File: src/rtl/dns_qname_label_encoder_core_assert.svh
// Assertion macros shared by the label encoder modules.
// Depends on nothing; included by the modules that carry assertions.
`ifndef DNS_QNAME_LABEL_ENCODER_CORE_ASSERT_SVH
`define DNS_QNAME_LABEL_ENCODER_CORE_ASSERT_SVH

// Same-cycle implication, disabled while reset is asserted.
`define DQLE_ASSERT_NOW(lbl, clk, rst_n, ante, cons, msg) \
    lbl: assert property (@(posedge clk) disable iff (!(rst_n)) (ante) |-> (cons)) \
        else $error(msg);

// Next-cycle implication, disabled while reset is asserted.
`define DQLE_ASSERT_NEXT(lbl, clk, rst_n, ante, cons, msg) \
    lbl: assert property (@(posedge clk) disable iff (!(rst_n)) (ante) |=> (cons)) \
        else $error(msg);

`endif

File: src/rtl/dqle_pkg.sv
// Package for the DNS QNAME label encoder: constants and the result type.
// Depends on nothing; used by the RTL modules and the testbench.
package dqle_pkg;

    localparam int unsigned MAX_CAPACITY = 1024;
    localparam logic [10:0] CapResetValue = 11'd512;
    localparam logic [5:0]  LabelMax      = 6'd63;
    localparam logic [7:0]  DotCode       = 8'd46;
    localparam logic [7:0]  TermCode      = 8'd0;
    localparam int unsigned FifoDepth     = 4;

    // One result item
    typedef struct packed {
        logic        write_valid;
        logic [9:0]  write_address;
        logic [7:0]  write_data;
        logic        name_done;
        logic        status;
        logic [10:0] encoded_length;
    } t_result;

    // Results produced by one accepted input beat (zero, one or two)
    typedef struct packed {
        logic [1:0] count;
        t_result    res0;
        t_result    res1;
    } t_push;

endpackage

File: src/rtl/dqle_if.sv
// Handshake channel interfaces of the label encoder: input, result, config.
// Depends on nothing.
interface dqle_in_if;
    logic       valid;
    logic       ready;
    logic [7:0] char_code;
    modport source (output valid, output char_code, input ready);
    modport sink   (input valid, input char_code, output ready);
endinterface

interface dqle_out_if;
    logic        valid;
    logic        ready;
    logic        write_valid;
    logic [9:0]  write_address;
    logic [7:0]  write_data;
    logic        name_done;
    logic        status;
    logic [10:0] encoded_length;
    modport source (output valid, output write_valid, output write_address,
                    output write_data, output name_done, output status,
                    output encoded_length, input ready);
    modport sink   (input valid, input write_valid, input write_address,
                    input write_data, input name_done, input status,
                    input encoded_length, output ready);
endinterface

interface dqle_cfg_if;
    logic        valid;
    logic        ready;
    logic [10:0] data;
    modport source (output valid, output data, input ready);
    modport sink   (input valid, input data, output ready);
endinterface

File: src/rtl/dns_qname_label_encoder_core.sv
// Top level of the DNS QNAME label encoder.
// Depends on dqle_pkg, dqle_if, dqle_encode and dqle_fifo.
//
// Usage:
//   i_in carries one hostname byte a beat; '.' separates labels, zero ends
//   the name. o_out carries position-addressed buffer writes: each character
//   at its place, a length byte per label, and on the terminator the closing
//   zero with name_done, status and the encoded length (or a lone failure
//   result). i_cfg writes buffer_capacity and is always ready; the user must
//   write it only while the block is idle, which the block does not enforce.
// Order: a byte's results enter the result queue on the edge that accepts
//   its beat and are offered from there in the order they were produced.
// Throughput: one input byte per cycle while the queue has room, set by
//   the label-state encode step; a successful terminator adds one beat.
// Reset: clears name state and the result queue; capacity returns to 512.
// Stall: results wait in a four-entry queue; i_in.ready drops while fewer
//   than two queue entries are free, so nothing is lost.
module dns_qname_label_encoder_core
    import dqle_pkg::*;
(
    input  logic   i_clk,
    input  logic   i_rst_n,
    dqle_in_if.sink     i_in,
    dqle_cfg_if.sink    i_cfg,
    dqle_out_if.source  o_out
);

    logic [10:0] r_capacity;
    logic        accept;
    logic        room;
    t_push       push_raw;
    t_push       push;
    t_result     head;

    // Hold the capacity register
    assign i_cfg.ready = 1'b1;
    always_ff @(posedge i_clk) begin
        if (!i_rst_n) begin
            r_capacity <= CapResetValue;
        end else if (i_cfg.valid) begin
            r_capacity <= i_cfg.data;
        end
    end

    assign i_in.ready = room;
    assign accept     = i_in.valid && room;

    dqle_encode u_encode (
        .i_clk      (i_clk),
        .i_rst_n    (i_rst_n),
        .i_accept   (accept),
        .i_char     (i_in.char_code),
        .i_capacity (r_capacity),
        .o_push     (push_raw)
    );

    // Drop results unless the beat is accepted
    always_comb begin
        push = push_raw;
        if (!accept) begin
            push.count = 2'd0;
        end
    end

    dqle_fifo u_fifo (
        .i_clk   (i_clk),
        .i_rst_n (i_rst_n),
        .i_push  (push),
        .i_pop   (o_out.ready),
        .o_room  (room),
        .o_valid (o_out.valid),
        .o_head  (head)
    );

    assign o_out.write_valid    = head.write_valid;
    assign o_out.write_address  = head.write_address;
    assign o_out.write_data     = head.write_data;
    assign o_out.name_done      = head.name_done;
    assign o_out.status         = head.status;
    assign o_out.encoded_length = head.encoded_length;

endmodule

File: src/rtl/dqle_encode.sv
// Per-name encoder state and the single-pass logic that turns one hostname
// byte into its result items. Depends on dqle_pkg and the assertion header.
`include "dns_qname_label_encoder_core_assert.svh"

module dqle_encode
    import dqle_pkg::*;
(
    input  logic        i_clk,
    input  logic        i_rst_n,
    input  logic        i_accept,
    input  logic [7:0]  i_char,
    input  logic [10:0] i_capacity,
    output t_push       o_push
);

    logic [10:0] r_start;
    logic [5:0]  r_len;
    logic        r_err;
    logic [10:0] n_start;
    logic [5:0]  n_len;
    logic        n_err;

    logic [10:0] cap_eff;
    logic [11:0] sum_next;
    logic [11:0] sum_term;
    logic        term_fail;

    // Saturate the capacity and form the candidate positions
    always_comb begin
        cap_eff   = (i_capacity > 11'(MAX_CAPACITY)) ? 11'(MAX_CAPACITY) : i_capacity;
        sum_next  = {1'b0, r_start} + {6'd0, r_len} + 12'd1;
        sum_term  = sum_next + 12'd1;
        term_fail = r_err || (r_len == 6'd0) || (sum_term > {1'b0, cap_eff});
    end

    // Decide the results and the next state for this beat
    always_comb begin
        n_start = r_start;
        n_len   = r_len;
        n_err   = r_err;
        o_push  = '0;
        if (i_char == TermCode) begin
            n_start = '0;
            n_len   = '0;
            n_err   = 1'b0;
            if (term_fail) begin
                o_push.count          = 2'd1;
                o_push.res0.name_done = 1'b1;
                o_push.res0.status    = 1'b1;
            end else begin
                o_push.count                = 2'd2;
                o_push.res0.write_valid     = 1'b1;
                o_push.res0.write_address   = r_start[9:0];
                o_push.res0.write_data      = {2'b00, r_len};
                o_push.res1.write_valid     = 1'b1;
                o_push.res1.write_address   = sum_next[9:0];
                o_push.res1.name_done       = 1'b1;
                o_push.res1.encoded_length  = sum_term[10:0];
            end
        end else if (!r_err) begin
            if (i_char == DotCode) begin
                if ((r_len == 6'd0) || (sum_next >= {1'b0, cap_eff})) begin
                    n_err = 1'b1;
                end else begin
                    o_push.count              = 2'd1;
                    o_push.res0.write_valid   = 1'b1;
                    o_push.res0.write_address = r_start[9:0];
                    o_push.res0.write_data    = {2'b00, r_len};
                    n_start = sum_next[10:0];
                    n_len   = '0;
                end
            end else begin
                if ((r_len >= LabelMax) || (sum_next >= {1'b0, cap_eff})) begin
                    n_err = 1'b1;
                end else begin
                    o_push.count              = 2'd1;
                    o_push.res0.write_valid   = 1'b1;
                    o_push.res0.write_address = sum_next[9:0];
                    o_push.res0.write_data    = i_char;
                    n_len = r_len + 6'd1;
                end
            end
        end
    end

    // Advance the per-name state on each accepted beat
    always_ff @(posedge i_clk) begin
        if (!i_rst_n) begin
            r_start <= '0;
            r_len   <= '0;
            r_err   <= 1'b0;
        end else if (i_accept) begin
            r_start <= n_start;
            r_len   <= n_len;
            r_err   <= n_err;
        end
    end

    `DQLE_ASSERT_NOW(a_len_max, i_clk, i_rst_n, 1'b1, r_len <= LabelMax, "label length above 63")
    `DQLE_ASSERT_NEXT(a_term_clear, i_clk, i_rst_n, i_accept && (i_char == TermCode), (r_start == 11'd0) && (r_len == 6'd0) && !r_err, "name state not cleared after terminator")
    `DQLE_ASSERT_NOW(a_start_in_cap, i_clk, i_rst_n, 1'b1, r_start < 11'(MAX_CAPACITY), "label start beyond maximum capacity")

endmodule

File: src/rtl/dqle_fifo.sv
// Result queue of the label encoder: takes up to two results per cycle and
// hands out one per beat. Depends on dqle_pkg and the assertion header.
`include "dns_qname_label_encoder_core_assert.svh"

module dqle_fifo
    import dqle_pkg::*;
(
    input  logic    i_clk,
    input  logic    i_rst_n,
    input  t_push   i_push,
    input  logic    i_pop,
    output logic    o_room,
    output logic    o_valid,
    output t_result o_head
);

    localparam int unsigned PtrW = $clog2(FifoDepth);

    t_result             r_mem [FifoDepth];
    logic [PtrW-1:0]     r_wr;
    logic [PtrW-1:0]     r_rd;
    logic [PtrW:0]       r_count;
    logic [PtrW-1:0]     wr_next;
    logic                do_pop;

    assign do_pop  = i_pop && (r_count != '0);
    assign wr_next = r_wr + PtrW'(1);
    assign o_valid = (r_count != '0);
    assign o_head  = r_mem[r_rd];
    // Room for a two-result beat
    assign o_room  = (r_count <= (PtrW + 1)'(FifoDepth - 2));

    // Write the pushed results
    always_ff @(posedge i_clk) begin
        if (i_push.count != 2'd0) begin
            r_mem[r_wr] <= i_push.res0;
        end
        if (i_push.count == 2'd2) begin
            r_mem[wr_next] <= i_push.res1;
        end
    end

    // Advance pointers and occupancy
    always_ff @(posedge i_clk) begin
        if (!i_rst_n) begin
            r_wr    <= '0;
            r_rd    <= '0;
            r_count <= '0;
        end else begin
            r_wr    <= r_wr + PtrW'(i_push.count);
            r_rd    <= r_rd + PtrW'(do_pop);
            r_count <= r_count + (PtrW + 1)'(i_push.count) - (PtrW + 1)'(do_pop);
        end
    end

    `DQLE_ASSERT_NOW(a_no_overfill, i_clk, i_rst_n, 1'b1, r_count <= (PtrW + 1)'(FifoDepth), "result queue over its depth")
    `DQLE_ASSERT_NOW(a_push_room, i_clk, i_rst_n, i_push.count != 2'd0, o_room, "results pushed without room")
    `DQLE_ASSERT_NEXT(a_count_track, i_clk, i_rst_n, 1'b1, r_count == $past(r_count) + (PtrW + 1)'($past(i_push.count)) - (PtrW + 1)'($past(do_pop)), "queue occupancy lost track")

endmodule

File: src/flat_wrapper.sv
// flat-port wrapper written by rule: the top's interface ports become plain ports
module dns_qname_label_encoder_core_flat import dqle_pkg::*;
  (i_clk, i_rst_n, i_in_valid, i_in_char_code, i_in_ready, i_cfg_valid, i_cfg_data, i_cfg_ready, o_out_valid, o_out_write_valid, o_out_write_address, o_out_write_data, o_out_name_done, o_out_status, o_out_encoded_length, o_out_ready);
  dqle_in_if i_in_i ();
  dqle_cfg_if i_cfg_i ();
  dqle_out_if o_out_i ();
  input  logic i_clk;
  input  logic i_rst_n;
  input wire logic [$bits(i_in_i.valid)-1:0] i_in_valid;
  input wire logic [$bits(i_in_i.char_code)-1:0] i_in_char_code;
  output wire logic [$bits(i_in_i.ready)-1:0] i_in_ready;
  input wire logic [$bits(i_cfg_i.valid)-1:0] i_cfg_valid;
  input wire logic [$bits(i_cfg_i.data)-1:0] i_cfg_data;
  output wire logic [$bits(i_cfg_i.ready)-1:0] i_cfg_ready;
  output wire logic [$bits(o_out_i.valid)-1:0] o_out_valid;
  output wire logic [$bits(o_out_i.write_valid)-1:0] o_out_write_valid;
  output wire logic [$bits(o_out_i.write_address)-1:0] o_out_write_address;
  output wire logic [$bits(o_out_i.write_data)-1:0] o_out_write_data;
  output wire logic [$bits(o_out_i.name_done)-1:0] o_out_name_done;
  output wire logic [$bits(o_out_i.status)-1:0] o_out_status;
  output wire logic [$bits(o_out_i.encoded_length)-1:0] o_out_encoded_length;
  input wire logic [$bits(o_out_i.ready)-1:0] o_out_ready;
  assign i_in_i.valid = i_in_valid;
  assign i_in_i.char_code = i_in_char_code;
  assign i_in_ready = i_in_i.ready;
  assign i_cfg_i.valid = i_cfg_valid;
  assign i_cfg_i.data = i_cfg_data;
  assign i_cfg_ready = i_cfg_i.ready;
  assign o_out_valid = o_out_i.valid;
  assign o_out_write_valid = o_out_i.write_valid;
  assign o_out_write_address = o_out_i.write_address;
  assign o_out_write_data = o_out_i.write_data;
  assign o_out_name_done = o_out_i.name_done;
  assign o_out_status = o_out_i.status;
  assign o_out_encoded_length = o_out_i.encoded_length;
  assign o_out_i.ready = o_out_ready;
  dns_qname_label_encoder_core u_core (.i_clk(i_clk), .i_rst_n(i_rst_n), .i_in(i_in_i), .i_cfg(i_cfg_i), .o_out(o_out_i));
endmodule
File: config.mk
export PLATFORM = sky130hd
export DESIGN_NAME = dns_qname_label_encoder_core_flat
export DESIGN_NICKNAME = d
export VERILOG_FILES = /design/src/rtl/dqle_pkg.sv /design/src/rtl/dqle_if.sv /design/src/rtl/dns_qname_label_encoder_core.sv /design/src/rtl/dqle_encode.sv /design/src/rtl/dqle_fifo.sv /design/src/flat_wrapper.sv
export VERILOG_INCLUDE_DIRS = /design/src /design/src/rtl
export SDC_FILE = /design/constraint.sdc
export NUM_CORES = 1
export LEC_CHECK = 0
export ABC_AREA = 1
export BUFFER_PORTS_ARGS = -buffer_cell sky130_fd_sc_hd__buf_2
export CORE_UTILIZATION = 45
export DETAILED_ROUTE_END_ITERATION = 10
export HOLD_SLACK_MARGIN = 0.15
export PLACE_DENSITY = 0.62
export SYNTH_ARGS = -nofsm -noshare
export SYNTH_HDL_FRONTEND = slang
export SYNTH_SLANG_ARGS = --single-unit
File: constraint.sdc
create_clock -name i_clk -period 4.3 [get_ports i_clk]
set_input_delay 1.29 -clock i_clk [delete_from_list [all_inputs] [get_ports i_clk]]
set_output_delay 1.29 -clock i_clk [all_outputs]
set_load 0.005 [all_outputs]
# Word-level counts from Yosys, hierarchy flattened
# Memory sizes are Yosys's and may differ from the RTL's. A register that Yosys moved wholly into a read port is not among the register bits.
# Cells that the tools add are included.
# op_classes
magnitude_cmp	5
muxes	36
add_sub_neg	9
eq_ne	6
mul	0
reduce_logical	13
bitwise	0
shift	0
div_mod_pow	0
# op_table
cell	count
two-way mux 11 bit	9
two-way mux 21 bit	3
two-way mux 20 bit	2
two-way mux 6 bit	5
adder 12 x 1 -> 12 bit (second input constant)	2
two-way mux 19 bit	1
adder 11 x 6 -> 12 bit	1
greater-or-equal comparator 12 x 11 -> 1 bit	1
> comparator 12 x 11 -> 1 bit	1
> comparator 11 bit (second input constant)	1
two-way mux 1 bit	11
two-way mux 2 bit	5
== test 8 x 6 -> 1 bit (second input constant)	1
logical NOT 8 bit	1
AND reduction 4 bit	2
adder 6 x 1 -> 6 bit (second input constant)	1
greater-or-equal comparator 6 bit (second input constant)	1
logical NOT 6 bit	1
!= test 3 bit (second input constant)	2
logical OR 1 bit	4
nonzero test 2 bit	2
adder 3 x 2 -> 3 bit	1
<= comparator 3 x 2 -> 1 bit (second input constant)	1
nonzero test 3 bit	1
other kinds (8)	9
# word_totals
romBits	0
regBits	36
wordCells	77
mem_count	1
ramBits	128
latchBits	0
# memory_table
name	words	width	rd	rd_clocked_by_memory_dff	wr	line	source
u_core.u_fifo.r_mem	4	32	1	1	2	dqle_fifo.sv:19	t_result r_mem [FifoDepth];

# Longest topological paths before layout
# Gate-level depths: netlist (run 1).
# depth
depth_word	12
mapped_depth	35
mapped_depth_nobuf	34

# Modules after synthesis
# From an unflattened synthesis (run 1), not the netlist that was laid out.
# unflattened
hier_cells	1303
hier_area_um2	10711.5
# by_module_without_submodules
module	n_inst	cells_per_inst	area_per_inst_um2	seq_area_each_um2
dqle_fifo	1	683	6809.0	3983.8
dqle_encode	1	544	3417.0	360.3
dns_qname_label_encoder_core	1	76	485.5	220.2

# Worst setup path after synthesis (run 1)
# OpenSTA, ideal clock, no wires.
# synth_path
path_type	reg-to-reg
from	reg u_core.u_encode.r_len[0]
to	reg u_core.u_fifo.r_count[1]
n_path_buf	1
arrival_ns	4.534
required_ns	4.190
setup_slack_ns	-0.343
path_stages_with_launch	28
synth_period_minus_slack_ns	4.643
cell_sequence	dfxtp_1 inv_1 ha_1 fa_1 inv_1 nand2_1 nor2_1 nand3_1 nor2_2 nand4_1 or2_2 xor2_1 ha_1 nand2_1 nor4_1 nand4_1 nand2_1 nand3_2 nor2_4 buf_4 nor2_1 inv_1 ha_1 inv_1 ha_1 fa_1 nand2_1 inv_1
# synth_via
elab_chain_cells	11
elab_cells_between_ends	20
# synth_lines
element	line	source
start: declaration	dqle_encode.sv:17	logic [5:0] r_len;
start signal: assignment	dqle_encode.sv:94	r_len <= n_len;
branches (longest 7 deep; another with adder 11 x 6 -> 12 bit)	--	
two-way mux 21 bit (*)	dqle_encode.sv:42	if (i_char == TermCode) begin
two-way mux 2 bit (*)	dns_qname_label_encoder_core.sv:60	if (!accept) begin
adder 3 x 2 -> 3 bit (*)	dqle_fifo.sv:52	r_count <= r_count + (PtrW + 1)'(i_push.count) - (PtrW + 1)'(do_pop);
subtractor 3 x 1 -> 3 bit (*)	dqle_fifo.sv:52	
end signal: assignment	dqle_fifo.sv:52	
end: declaration	dqle_fifo.sv:22	logic [PtrW:0] r_count;
# Every way passes the cells marked *.
# A chain may end at the register's enable or synchronous reset.

# Final worst setup path (run 1)
# Same ends and word-level chain as after synthesis.

==> out/qor.csv, run 1 <==
stage;metric;value;unit
outcome;outcome;finished, violations left;
pwr;clkPwrFrac;25.8;%
synthesis;synthesis.area_per_instance;7.800;sq um
cts;cts-root-buf;clkbuf_16;
route;drtAntennaViolNets;0;
synthesis;synthArstFlopShare;0;%
critical_path;r2r_setup_slack;-0.09;ns
synthesis;ys_seq_elements;164;
timing;hold_viol_final;0;
route;wl_per_cell;18.03;um
pwr;power_switching;2.345;mW
global_route;grt_pass1_vias;8013;
timing;hold_ws;0.4444;ns
cts;worstSkewPairLatency;0.44;ns
critical_path;crit_path_end_kind;flip-flop;
cells_and_area;nNetsFinal;1405;
synthesis;netlist_instances;1199;
timing;fin_tns_setup;-0.1726;ns
route;route.detailed.drc;0;
cts;cts_sinks;164;
cts;htree_levels;4;
die;core.rowCount;52;
place;place.gp.congestion;0.9078;
route;drt-vias-per-instance;5.413;
cells_and_area;num_antenna_cells;0;
timing;relSlewSlack;44.36;%
flow_run;drv_cap;0;
cts;cts_buffer_depth;2;
die;ios;59;
die;coreArea;20300;sq um
route;wl;29.30;mm
global_route;grt-ovfl-total;0;
timing;maxSlewViolCount;0;
pwr;ir_worst_vdd;0.2869;mV
global_route;grt_first_pass_wirelength;43.30;mm
cells_and_area;syn2layout_area_growth;27.21;%
synthesis;synthDistinctLibCells;47;
critical_path;path_max_fanout;4;
cts;hold_buffers;0;
critical_path;crit_arrival;4.74;ns
cts;clk_pin_slew;0.07;ns
die;die_h;146.2;um
place;hpwl;19.21;mm
synthesis;synthesis.area;9353;sq um
synthesis;synth_warnings;0;
synthesis;ys_seq_area_share;44.95;%
die;initial_core_util;46.07;%
route;vias;8796;
hold_path;hold_path_class;flip-flop to flip-flop;
critical_path;crit_required;4.65;ns
pwr;pwr_density_cell;517.4;nW/um^2
timing;clock_skew;0.01355;ns
route;drtIter0Drc;950;
route;first_pass_iters;5;
cts;cts_buffers;17;
outcome;violations;setup timing;
cells_and_area;drive_gt1_share;23.69;%
global_route;antenna_found_initial;0;
pwr;p_comb_share;40.0;%
synthesis;synth_edf_count;92;
die;die-width;146.2;um
global_route;gr-usage-all-layers;26.33;%
timing;tightest_slew;0.8295;ns
synthesis;syn-num-nets;1262;
timing;period_minus_slack;4.389;ns
global_route;grt_max_degree;66;
pwr;p_seq_share;34.2;%
critical_path;path_class;flip-flop to flip-flop;
place;numPortBuffers;57;
timing;finalSetupViolations;2;
timing;rsz0062_at_grt;yes;
synthesis;synthFlopType;edfxtp_1;
cts;cts_tree;built;
critical_path;cp_slowest_stage_delay;0.47;ns
pwr;swShare;38.09;%
pwr;intPower;3.811;mW
pwr;p_leak;5.103;nW
die;die-area;21360;sq um
timing;finalCritPeriodShare;102.1;%
critical_path;cp-start-kind;flip-flop;
timing;max_freq;227.8;MHz
critical_path;slowest_stage;fa_1;
timing;worst_slack;-0.08930;ns
## repair_timing
action	4_1_cts	5_1_grt
resized for setup	4	98
gates cloned	0	14
pin swaps	3	20
buffers inserted	3	19
endpoints found under the setup margin	2	199
## per-stage QoR
step           power, mW  setup slack [ns]  cells  util, %  instance area, sq um
4_1_cts            5.948           0.02038   1592    54.55                 11070
6_report           6.156          -0.08930   1625    58.61                 11900
3_5_place_dp       4.345          -0.06144   1557    51.36                 10430
5_1_grt            6.508           -0.3725   1625    58.61                 11900
3_3_place_gp       4.314          0.008872   1557    51.36                 10430
2_1_floorplan      3.459           -0.1120   1199        -                  9390
## state kept, by name, indices dropped and copies added (netlist names)
name / cells
u_core.u_fifo.r_mem: 128
u_core.u_fifo.r_count: 3
u_core.u_fifo.r_rd: 2
u_core.r_capacity: 11
u_core.u_encode.r_start: 11
u_core.u_encode.r_len: 6
u_core.u_fifo.r_wr: 2
u_core.u_encode.r_err: 1
## worst paths after layout
kind / start / endpoint / depth (start not counted)
min reg2reg: u_core.u_fifo.r_mem[2][11] / u_core.u_fifo.r_mem[2][11] / 2
min: u_core.u_fifo.r_mem[2][11] / u_core.u_fifo.r_mem[2][11] / 2
max reg2reg: u_core.u_encode.r_len[0] / u_core.u_fifo.r_count[1] / 26
max: u_core.u_encode.r_len[0] / u_core.u_fifo.r_count[1] / 26
## power by group through the flow
stage | sequential (mW) | clock (mW) | combinational [mW]
finish | 2.11 | 1.59 | 2.46
global route | 2.13 | 1.67 | 2.71
CTS | 2.09 | 1.61 | 2.25
detailed placement | 2.13 | 0 | 2.22
global placement | 2.12 | 0 | 2.19
floorplan | 2.10 | 0 | 1.36
## cell usage after synthesis (4+ instances only)
cell type | number | area [sq um]
o22ai_1 | 36 | 225.2
nand4_4 | 4 | 85.08
inv_2 | 7 | 26.28
nand4_1 | 8 | 50.05
nor2_4 | 4 | 45.04
o21ai_0 | 144 | 720.7
nand2_2 | 8 | 50.05
nand3_1 | 54 | 270.3
a21oi_2 | 4 | 35.03
dfxtp_1 | 72 | 1441
xor2_1 | 8 | 70.07
buf_4 | 5 | 37.54
ha_1 | 37 | 462.9
clkbuf_1 | 24 | 90.09
buf_2 | 14 | 70.07
nor3_1 | 10 | 50.05
nand2_1 | 220 | 825.8
o21ai_1 | 22 | 110.1
a21oi_1 | 44 | 220.2
buf_6 | 5 | 56.30
inv_1 | 101 | 379.1
nor2_1 | 235 | 882.1
edfxtp_1 | 92 | 2763
## cell families after synthesis
logic type,synth area share [%]
flops,44.95
fa+ha+maj,5.378
compound gates,14.65
xor+xnor,1.030
other cells,0.04010
simple gates,26.61
buf+inv,7.344
## worst max-delay path: cells and delay by family, from the launching register on
family / cells / cell delay [ns]
xor+xnor: 1 / 0.15
fa+ha+maj: 6 / 1.66
buf+inv: 5 / 0.31
flops: 1 / 0.35
simple gates: 14 / 1.81
## routing by layer
metal / vias to the layer above / GRT usage, % / wire length, um
met4: 0 / 10.52 / 947
met5: - / 0 / 0
met3: 70 / 4.781 / 2315
met2: 333 / 41.02 / 13310
met1: 4103 / 36.16 / 12720
li1: 4290 / - / -
## area by class of cell
| class | instances | area [sq um] |
|---|---|---|
| clock buffer | 20 | 479.2 |
| clock inverter | 12 | 128.9 |
| fill | 1833 | 8402 |
| inverter | 111 | 424.2 |
| multi-input combinational | 872 | 4813 |
| sequential | 164 | 4209 |
| tap | 270 | 337.8 |
| timing repair buffer | 176 | 1505 |
## cells in the final DEF, fill, tap and decap left out, types with 20 or more instances in the layout
| master | count |
|---|---|
| nand2_1 | 209 |
| nand3_1 | 48 |
| a21oi_1 | 41 |
| o21ai_1 | 20 |
| o21ai_0 | 133 |
| nor2_1 | 221 |
| buf_2 | 57 |
| clkbuf_16 | 28 |
| o22ai_1 | 35 |
| ha_1 | 30 |
| edfxtp_1 | 92 |
| inv_1 | 95 |
| dfxtp_1 | 68 |
| buf_4 | 88 |
Note: power is estimated with default switching activity, not from simulation.
==> run 2: changes to the inputs <==
- CORE_UTILIZATION: 45 -> 50
- PLACE_DENSITY: 0.62 -> 0.75
- clock period: 4.3 -> 3.8 ns (I/O delays scaled with it)
==> out/qor.csv, run 2 (synthesized netlist as in run 1, its figures left out) <==
stage;metric;value;unit;change
pwr;power_switching;2.876;mW;+23%
route;wl_met2;15.48;mm;+16%
route;drtAntennaViolNets;0;;unchanged
route;wl_per_cell;19.22;um;+6.6%
outcome;outcome;finished, violations left;;
route;wl;32.14;mm;+9.7%
global_route;grt_pass1_vias;8983;;+12%
global_route;grt_max_degree;66;;unchanged
timing;finalCritPeriodShare;117.0;%;+15 points
critical_path;path_max_fanout;7;;+3
critical_path;slowest_stage;dfxtp_1;;
cells_and_area;drive_gt1_share;31.12;%;+7.4 points
cells_and_area;syn2layout_area_growth;37.20;%;
route;route.detailed.drc;6;;+6
cells_and_area;nNetsFinal;1493;;+6.3%
global_route;grt_first_pass_wirelength;46.15;mm;+6.6%
place;pre_cts_ws;-0.5868;ns;-0.5254 ns
cells_and_area;largest-register;u_core.u_fifo.r_mem;;
critical_path;crit_path_end_kind;flip-flop;;
route;vias;9843;;+12%
die;die_h;138.8;um;-5.1%
die;core.rowCount;49;;-5.8%
timing;rsz0062_at_grt;yes;;
critical_path;cp.buffers_inverters;8;;+3
route;routed.top_layer;met4;;
timing;hold_viol_final;0;;unchanged
pwr;clkPwrFrac;23.4;%;-2.4 points
hold_path;worstHoldPathCells;2;;unchanged
global_route;grt-ovfl-total;0;;unchanged
critical_path;crit_required;3.98;ns;-0.67 ns
timing;fin_tns_setup;-121.52;ns;-121.34 ns
global_route;antenna_found_initial;0;;unchanged
route;first_pass_iters;9;;+4
route;met1Wirelength;11.99;mm;-5.8%
pwr;p_leak;5.551;nW;+8.8%
cells_and_area;largest_register_ff_count;128;;unchanged
critical_path;cp_common_cell;nand2_1;;
pwr;pwr_density_cell;570.6;nW/um^2;+10%
place;numPortBuffers;57;;unchanged
flow_run;drv_cap;0;;unchanged
cts;cts_tree;built;;
critical_path;cp_slowest_stage_delay;0.44;ns;-0.03 ns
critical_path;r2r_setup_slack;-0.65;ns;-0.56 ns
pwr;ir_worst_vdd;0.3004;mV;+4.7%
critical_path;path_class;flip-flop to flip-flop;;
die;initial_core_util;51.54;%;+5.5 points
pwr;p_seq_share;33.1;%;-1.1 points
outcome;violations;DRC, setup timing;;
timing;maxSlewViolCount;0;;unchanged
die;coreArea;18150;sq um;-11%
cts;cts_buffers;17;;unchanged
die;die-area;19260;sq um;-9.9%
critical_path;crit_arrival;4.63;ns;-0.11 ns
hold_path;min_from;u_core.u_fifo.r_mem[1][11];;
timing;tightest_slew;0.9033;ns;+0.07381 ns
timing;worst_slack;-0.6464;ns;-0.5571 ns
timing;finalSetupViolations;225;;+223
die;die-width;138.8;um;-5.1%
pwr;swShare;39.28;%;+1.2 points
critical_path;cpLargestDelayFamily;simple AND/OR/NAND/NOR gates;;
cts;clk_pin_slew;0.07;ns;about the same
hold_path;whs_endpoint;u_core.u_fifo.r_mem[1][11];;
place;place.gp.congestion;0.9066;;-0.13%
cells_and_area;num_antenna_cells;0;;unchanged
route;drt-vias-per-instance;5.887;;+8.8%
global_route;gr-usage-all-layers;30.66;%;+4.3 points
critical_path;r2r_end;u_core.u_fifo.r_mem[0][24];;
cells_and_area;top_regs;u_core.u_fifo.r_mem x128, u_core.r_capacity x11, u_core.u_encode.r_start x11;;
cells_and_area;final_cell_mix;nor2_1, nand2_1, buf_4;;
cts;cts_buffer_depth;2;;unchanged
die;ios;59;;unchanged
critical_path;r2r_cells;27;;+3.8%
route;wl_met3;3.045;mm;+32%
pwr;p_comb_share;43.4;%;+3.4 points
timing;period_minus_slack;4.446;ns;+0.05708 ns
cts;cts_sinks;164;;unchanged
timing;max_freq;224.9;MHz;-1.3%
timing;relSlewSlack;39.41;%;-5.0 points
cts;worstSkewPairLatency;0.44;ns;about the same
place;hpwl;19.40;mm;+0.99%
hold_path;hold_path_class;flip-flop to flip-flop;;
critical_path;r2r_start;u_core.u_encode.r_start[4];;
cts;htree_levels;4;;unchanged
pwr;intPower;4.445;mW;+17%
cts;cts-root-buf;clkbuf_16;;
route;drtIter0Drc;1329;;+40%
cells_and_area;mostFrequentLayoutCell;nor2_1;;
critical_path;cp-start-kind;flip-flop;;
timing;clock_skew;0.01143;ns;-0.002121 ns
run 2: cell types whose count changed in the layout (fill, tap and decap cells not counted), moves of 6 or more:
cell and change:
nand2_8 +7, clkbuf_16 -11, inv_2 +7, inv_1 -10, buf_12 +6, ha_1 -6
buf_6 +8, o21ai_2 +8, o21ai_1 -6, buf_4 +71, ha_4 +7
run 2: worst min-delay path, stage by stage (launching register included):
cell     delay [ns]
dfxtp_1        0.31
nand2_1        0.06
nand2_1        0.05
run 2: final cells by class:
| cell class | instances | area [sq um] |
|---|---|---|
| clock buffer | 18 | 429.2 |
| clock inverter | 14 | 141.4 |
| fill | 1280 | 5315 |
| inverter | 111 | 431.7 |
| multi-input combinational | 878 | 5200 |
| sequential | 164 | 4208 |
| tap | 229 | 286.5 |
| timing repair buffer | 258 | 2136 |
run 2: layer usage:
metal	global-route usage (%)	vias up
met2	51.04	640
li1	-	4490
met1	39.20	4548
met3	5.007	165
met4	14.09	0
met5	0	-
run 2: worst max path at each step:
stage | from | endpoint | cells after the start
floorplan | u_core.u_encode.r_len[0] | u_core.u_fifo.r_count[1] | 27
global placement | u_core.u_encode.r_len[0] | u_core.u_fifo.r_count[2] | 26
detailed placement | u_core.u_encode.r_len[0] | u_core.u_fifo.r_count[2] | 24
CTS | u_core.u_encode.r_len[0] | u_core.u_fifo.r_count[1] | 26
global route | u_core.u_encode.r_len[0] | u_core.u_fifo.r_count[1] | 31
finish | u_core.u_encode.r_start[4] | u_core.u_fifo.r_mem[0][24] | 27
run 2: stage by stage:
| step | cells | power [mW] | utilization [%] | area (sq um) | hold WS (ns) |
|---|---|---|---|---|---|
| after floorplan | 1199 | 3.941 | - | 9490 | 0.4136 |
| after global placement | 1587 | 4.967 | 61.00 | 11070 | 0.4269 |
| after detailed placement | 1587 | 5.029 | 61.00 | 11070 | 0.4457 |
| after CTS | 1652 | 6.883 | 67.67 | 12280 | 0.4609 |
| after global routing | 1672 | 7.643 | 70.71 | 12830 | 0.4810 |
| final | 1672 | 7.321 | 70.71 | 12830 | 0.4652 |
run 2: power groups by stage:
| stage | logic [mW] | clock network (mW) | registers [mW] |
|---|---|---|---|
| finish | 3.18 | 1.72 | 2.43 |
| global route | 3.41 | 1.79 | 2.45 |
| CTS | 2.79 | 1.70 | 2.39 |
| detailed placement | 2.61 | 0 | 2.42 |
| global placement | 2.56 | 0 | 2.41 |
| floorplan | 1.57 | 0 | 2.37 |
run 2: timing repair:
item,4_1_cts,5_1_grt
gates cloned,5,3
pin swaps,22,32
resized for setup,84,87
setup buffers,29,19
hold buffers,0,0
setup endpoints to repair,225,237
